## src/sv/lphm_ram.sv

```systemverilog
`timescale 1ns / 1ps
// ----------------------------------------------------------------------------
// lphm_ram: generic simple dual port ram
// one write port, one read port with registered read data
// ----------------------------------------------------------------------------
module lphm_ram #(
  parameter int WIDTH = 8,
  parameter int DEPTH = 16
) (
  input  logic                     clk_i,
  input  logic                     we_i,
  input  logic [$clog2(DEPTH)-1:0] waddr_i,
  input  logic [WIDTH-1:0]         wdata_i,
  input  logic [$clog2(DEPTH)-1:0] raddr_i,
  output logic [WIDTH-1:0]         rdata_o
);

  logic [WIDTH-1:0] mem_q [DEPTH];

  always_ff @(posedge clk_i) begin
    if (we_i) begin
      mem_q[waddr_i] <= wdata_i;
    end
    rdata_o <= mem_q[raddr_i];
  end

endmodule

```

## config.mk

```make
export PLATFORM = sky130hd
export DESIGN_NAME = lphm_ram
export DESIGN_NICKNAME = d
export VERILOG_FILES = /design/src/sv/lphm_ram.sv
export SDC_FILE = /design/constraint.sdc
export NUM_CORES = 1
export LEC_CHECK = 0
export ABC_CLOCK_PERIOD_IN_PS = 3300
export BUFFER_PORTS_ARGS = -buffer_cell sky130_fd_sc_hd__buf_2
export CAP_MARGIN = 20
export CORE_MARGIN = 2
export CORE_UTILIZATION = 45
export DETAILED_ROUTE_END_ITERATION = 12
export PLACE_DENSITY = 0.72
export SLEW_MARGIN = 20
export SYNTH_ARGS = -nofsm -noshare
export SYNTH_HDL_FRONTEND = slang
export SYNTH_SLANG_ARGS = --single-unit
```

## constraint.sdc

```tcl
create_clock -name clk_i -period 3.3 [get_ports clk_i]
set_clock_uncertainty 0.05 [all_clocks]
set_input_delay 0.33 -clock clk_i [delete_from_list [all_inputs] [get_ports clk_i]]
set_output_delay 0.33 -clock clk_i [all_outputs]
set_load 0.05 [all_outputs]
```

* Word-level counts from Yosys, hierarchy flattened
Memories as Yosys holds them, arrays and structs flattened. A register that Yosys moved wholly into a read port is not among the register bits.
Index checks and enable logic that the tools add are counted.
** Word-level totals
- Bits in registers :: 0
- Memory bits (writable) :: 128
- Bits of input ports :: 18
- Output and inout port bits :: 8
- Word-level logic and storage cells :: 3
- Memories :: 1
** Memory list
- mem_q :: words 16, width 8, rd ports 1, clocked after memory_dff 1, wr ports 1, RTL line 18 : logic [WIDTH-1:0] mem_q [DEPTH];
** Cells by class
- Multiplexer cells :: 2
** Operators with widths (count)
- 1-bit 2-to-1 mux :: 2

* Logic depth before layout (Yosys ltp)
Gate-level depths: netlist of run 1.
- Depth in word-level cells :: 2
- Gate-level depth with buffers :: 5
- Gate-level depth less buffers :: 3

* Worst setup path after synthesis of run 1
No wires, ideal clock.
- Path kind :: in2reg
- Start point :: input waddr_i[2]
- End point :: memory mem_q[0][0], enable pin
- Setup time :: 0.383 ns
- Arrival :: 1.440 ns
- Data required time :: 2.867 ns
- Slack :: 1.427 ns
- Cell stages on the path :: 2
- Cells stage by stage :: or3b_2 nor3_1
** RTL lines
- start: declaration :: RTL line 12 : input logic [$clog2(DEPTH)-1:0] waddr_i,
- end: declaration :: RTL line 18
No word-level cell before the write port.

==> flow_summary.ini, run 1 <==
[status]
status = complete, no violations

[synthesis]
synth_cells = 229
synth.yosys.seq_area_share = 0.778
synth_cell_types = 19
ys_ff_latch = 136
synth_top_area_share = 0.747
synth_nets = 247
avgSynthCellArea_sq_um = 22.5
ys_warn_count = 0
yosys-top-cells-area = edfxtp_1, mux4_2, mux4_1
synth_area_leader_cell = edfxtp_1
syn-cell-area_sq_um = 5150

[die]
start_util = 0.457
die_y_um = 111
core.rowCount = 39
io_pins = 26
core_area_sq_um = 11300
die_w_um = 111
die_area_sq_um = 12300

[power]
ir_drop_v = 0.000355
p_total_uw = 4030
p_leak_uw = 0.00200
p_per_area_nw_per_um2 = 671

[critical_path]
reg2reg_depth = 3
r2r-start = mem_q[9][4]
worst_ep_required_time_ns = 3.54
worstReg2RegEnd = rdata_o[4]
cp_slowest_stage_delay_ns = 0.61
crit_buf_inv = 2
crit_arrival_ns = 1.98
path_max_fanout = 12
end_kind = flip-flop
setup.worst_path.class = primary input to flip-flop
worstSetupStartpointType = primary input
path_cells = buf_2 > buf_4 > mux4_1 > a22oi_1 > nand2_1
cpLargestDelayFamily = buffers and inverters
crit_slowest_cell = mux4_1
r2r_setup_slack_ns = 1.84

[sta]
fin_ws_ns = 1.56
rsz0062_at_grt = no
tns_ns = 0
relSlewSlack = 0.373
finalSetupViolations = 0
hold_viol_final = 0
slew_violations = 0
period_share = 0.526
fmax_mhz = 576
period_needed_ns = 1.74
worstMarginPinSlew_ns = 0.938

[cells_and_area]
fillers = 866
final_cell_mix = edfxtp_1, buf_2, mux4_2, clkbuf_16, a22oi_1
area_growth_syn_to_layout_pct = 16.6
layout_commonest_cell = edfxtp_1
fin_nets = 287
drive_above_1_share = 0.280
diodes = 0
final_area_sq_um = 6000

[detailed_routing]
vias_per_cell = 5.65
wl_mm = 9.60
wire_per_inst_um = 22.6
vias = 2402
postRouteAntennaNets = 0
drtPass1Iterations = 4
drcViolationCount = 0
drt-initial-drc-count = 202

[place]
port_buffers = 25
hpwl_mm = 5.92
placed_area_sq_um = 5410
routabilityCongestion = 0.705
preCtsSetupSlack_ns = 1.13

[hold_path]
hp-class = primary input to flip-flop
holdPathEnd = mem_q[5][7]
hp-start = wdata_i[7]
worstHoldPathCells = 1

[clock_network]
cts-root-buf = clkbuf_16
clk_pin_slew_worst_paths_ns = 0.06
cts_resized = 0
cts_tree = built
cts_made_buffers = 17
insertion_delay_ns = 0.42
post_cts_buffers = 0
cts_buffer_depth = 2
hold_buffers = 0
cts_num_sinks = 136
cts_max_level = 4

[global_route]
track_usage = 0.167
antenna_found_initial = 0
grt_max_degree = 33
grt-ovfl-total = 0
grt_pass1_wl_mm = 14.6
grt_pass1_vias = 2406

[run]
maxCapViolations = 0
-- stage by stage --
step,instances,hold slack [ns],utilization
after global routing,425,0.254,0.532
after floorplan,229,0.379,-
after detailed placement,393,0.606,0.480
after CTS,425,0.234,0.532
after global placement,393,0.597,0.480
final,425,0.253,0.532
-- how the worst max path moves through the flow --
| stage | start | endpoint | cells past startpoint |
|---|---|---|---|
| 6_report | raddr_i[0] | rdata_o[3] | 5 |
| 3_5_place_dp | raddr_i[0] | rdata_o[3] | 5 |
| 3_3_place_gp | raddr_i[0] | rdata_o[3] | 5 |
| 4_1_cts | raddr_i[0] | rdata_o[3] | 5 |
| 5_1_grt | raddr_i[0] | rdata_o[3] | 5 |
| 2_1_floorplan | waddr_i[2] | mem_q[0][0] | 2 |
-- registers in the layout, summed over array words and instances, names as in the netlist --
name,flops
rdata_o,8
mem_q,128
-- worst reg2reg max path, cell delays in order, from the launching register on --
cell and delay [ns]:
edfxtp_1 0.36, mux4_1 0.51, a22oi_1 0.31, nand2_1 0.09
-- final cells by class --
class                   count  area [sq um]  share of cell area
clock inverters            12           155              0.0258
flip-flops and latches    136          4000               0.667
repair buffers             31           170              0.0284
clock buffers              20           437              0.0728
multi-input cells          83          1060               0.176
well taps                 143           179              0.0298
-- logic make-up after synthesis --
group                  Yosys count  share of synthesized area
DFF                            136                      0.778
and+or+nand+nor                 35                     0.0318
muxes                           32                      0.150
AOI/OAI and AO/OA               16                     0.0233
buffers and inverters           10                     0.0168
-- cell usage after synthesis (all sizes together) --
master and instances:
buf 7, a22oi 16, nand3b 2, nand3 1, or3b 1, nor2b 1
edfxtp 128, clkdlybuf4s25 3, mux4 32, dfxtp 8, and2b 1, nand2 9
nor3 4, nor2 13, nand2b 2, and2 1
-- power breakdown --
part / leakage, uW / switching, uW / internal (uW)
sequential: 0.00122 / 10.9 / 1930
clock: 0.000272 / 690 / 1190
combinational: 0.000501 / 138 / 71.2
-- per-layer routing --
layer  share of wire  global-route usage  wire length, um
met2            0.47               0.244             4540
met5               0                   0                0
met3           0.063              0.0547              602
met4          0.0096              0.0650               92
met1            0.45               0.236             4360
(Power assumes the default switching activity.)
==> run 2: changes to the inputs <==
--- a/config.mk
+++ b/config.mk
@@ -5,7 +5,7 @@
 export SDC_FILE = /design/constraint.sdc
 export NUM_CORES = 1
 export LEC_CHECK = 0
-export ABC_CLOCK_PERIOD_IN_PS = 3300
+export ABC_CLOCK_PERIOD_IN_PS = 1740
 export BUFFER_PORTS_ARGS = -buffer_cell sky130_fd_sc_hd__buf_2
 export CAP_MARGIN = 20
 export CORE_MARGIN = 2
==> constraint.sdc (replaced) <==
create_clock -name clk_i -period 1.74 [get_ports clk_i]
set_clock_uncertainty 0.05 [all_clocks]
set_input_delay 0.174 -clock clk_i [delete_from_list [all_inputs] [get_ports clk_i]]
set_output_delay 0.174 -clock clk_i [all_outputs]
set_load 0.05 [all_outputs]
==> run 2 against run 1 <==
Core utilization is 2.0 points higher. Sequential cell count stayed put. Combinational power is 110% higher. Clock-buffer cell count is 1 lower. Non-clock buffer count is 21 higher. Global-route usage is 0.60 points higher. Sequential power is 90% higher. Critical path depth is 2 lower.
==> flow_summary.ini, run 2 (same netlist as run 1, synthesis figures left out) <==
[place]
routabilityCongestion = 0.794
port_buffers = 25
dpl.cell_count = 414
hpwl_mm = 6.37
preCtsSetupSlack_ns = 0.0227

[cells_and_area]
largest_reg_flops = 128
diodes = 0
final_cells = 446
fillers = 837
fin_nets = 308
largestRegisters = mem_q: 128 flops, rdata_o: 8 flops
final_util = 0.552
area_growth_syn_to_layout_pct = 21.0
final_cell_mix = edfxtp_1, buf_2, buf_4, mux4_2, clkbuf_16
layout_commonest_cell = edfxtp_1
top_register = mem_q
drive_above_1_share = 0.337

[hold_path]
hp-class = primary input to flip-flop

[critical_path]
crit_arrival_ns = 1.70
setup.worst_path.class = flip-flop to flip-flop
worst_ep_required_time_ns = 1.98
end_kind = flip-flop
worstSetupStartpointType = flip-flop
path_max_fanout = 1

[clock_network]
cts-root-buf = clkbuf_16
hold_buffers = 0
clk_pin_slew_worst_paths_ns = 0.06
cts_num_sinks = 136
cts_tree = built
cts_buffer_depth = 2
post_cts_buffers = 0
insertion_delay_ns = 0.41
cts_max_level = 4
cts_made_buffers = 17
cts_resized = 0

[global_route]
grt_pass1_vias = 2498
track_usage = 0.173
grt-ovfl-total = 0
grt_max_degree = 19
antenna_found_initial = 0
grt_pass1_wl_mm = 15.1

[die]
core_area_sq_um = 11300
core.rowCount = 39
die_y_um = 111
start_util = 0.457
die_w_um = 111
io_pins = 26
die_area_sq_um = 12300

[detailed_routing]
vias_per_cell = 5.52
vias = 2462
route.met2.wl_mm = 4.73
wl_mm = 9.89
wl_met1_mm = 4.46
highest_layer = met4
wl_met3_um = 605
drcViolationCount = 0
postRouteAntennaNets = 0
drt-initial-drc-count = 169
drtPass1Iterations = 4
wire_per_inst_um = 22.2

[status]
status = complete, no violations

[sta]
fin_ws_ns = 0.274
fmax_mhz = 682
rsz0062_at_grt = no
period_needed_ns = 1.47
tns_ns = 0
period_share = 0.843
slew_violations = 0
hold_viol_final = 0
worstMarginPinSlew_ns = 0.353
finalSetupViolations = 0
relSlewSlack = 0.765

[power]
p_leak_uw = 0.00215
ir_drop_v = 0.000806
p_total_uw = 7700
p_per_area_nw_per_um2 = 1240

[run]
maxCapViolations = 0
==> run 2: cell count changes in the layout (fill, tap and decap cells not counted) <==
cell        before  now
clkbuf_8         0    1
clkinv_2         2    6
buf_12           0    5
clkinvlp_4       5    2
clkinv_4         2    1
buf_4            6   22
clkbuf_1         3    1
inv_6            0    1
==> run 2: critical path, stage by stage, from the launching register on <==
cell,delay (ns)
edfxtp_1,0.35
mux4_1,0.56
a22oi_1,0.31
nand2_1,0.08
==> run 2: layout make-up <==
class | count | area, sq um | area share
clock buffer | 19 | 443 | 0.0711
clock inverter | 13 | 153 | 0.0245
multi-input combinational | 83 | 1060 | 0.170
sequential | 136 | 4000 | 0.643
tap | 143 | 179 | 0.0287
timing repair buffer | 52 | 390 | 0.0627
==> run 2: power breakdown <==
| group | switching [uW] | leakage [uW] | total, uW | internal (uW) |
|---|---|---|---|---|
| Sequential | 23.3 | 0.00122 | 3690 | 3660 |
| Combinational | 268 | 0.000636 | 432 | 164 |
| Clock | 1300 | 0.000293 | 3580 | 2280 |
==> run 2: stage by stage <==
step	hold slack [ns]	cell area, sq um
after detailed placement	0.527	5630
after global placement	0.509	5630
after CTS	0.0877	6230
after global routing	0.0939	6230
after floorplan	0.223	5150
final	0.0963	6230
==> run 2: metal layers <==
metal,GRT usage,vias up
li1,-,1098
met1,0.237,1263
met2,0.256,93
met3,0.0601,8
met4,0.0692,0
met5,0,-
==> run 2: final timing paths <==
check	from	to	slack [ns]	cells after the start
setup / recovery	mem_q[9][1]	rdata_o[1]	0.27	3
hold / removal	wdata_i[2]	mem_q[2][2]	0.1	1
setup reg to reg	mem_q[9][1]	rdata_o[1]	0.27	3
hold reg to reg	mem_q[7][1]	rdata_o[1]	0.62	3
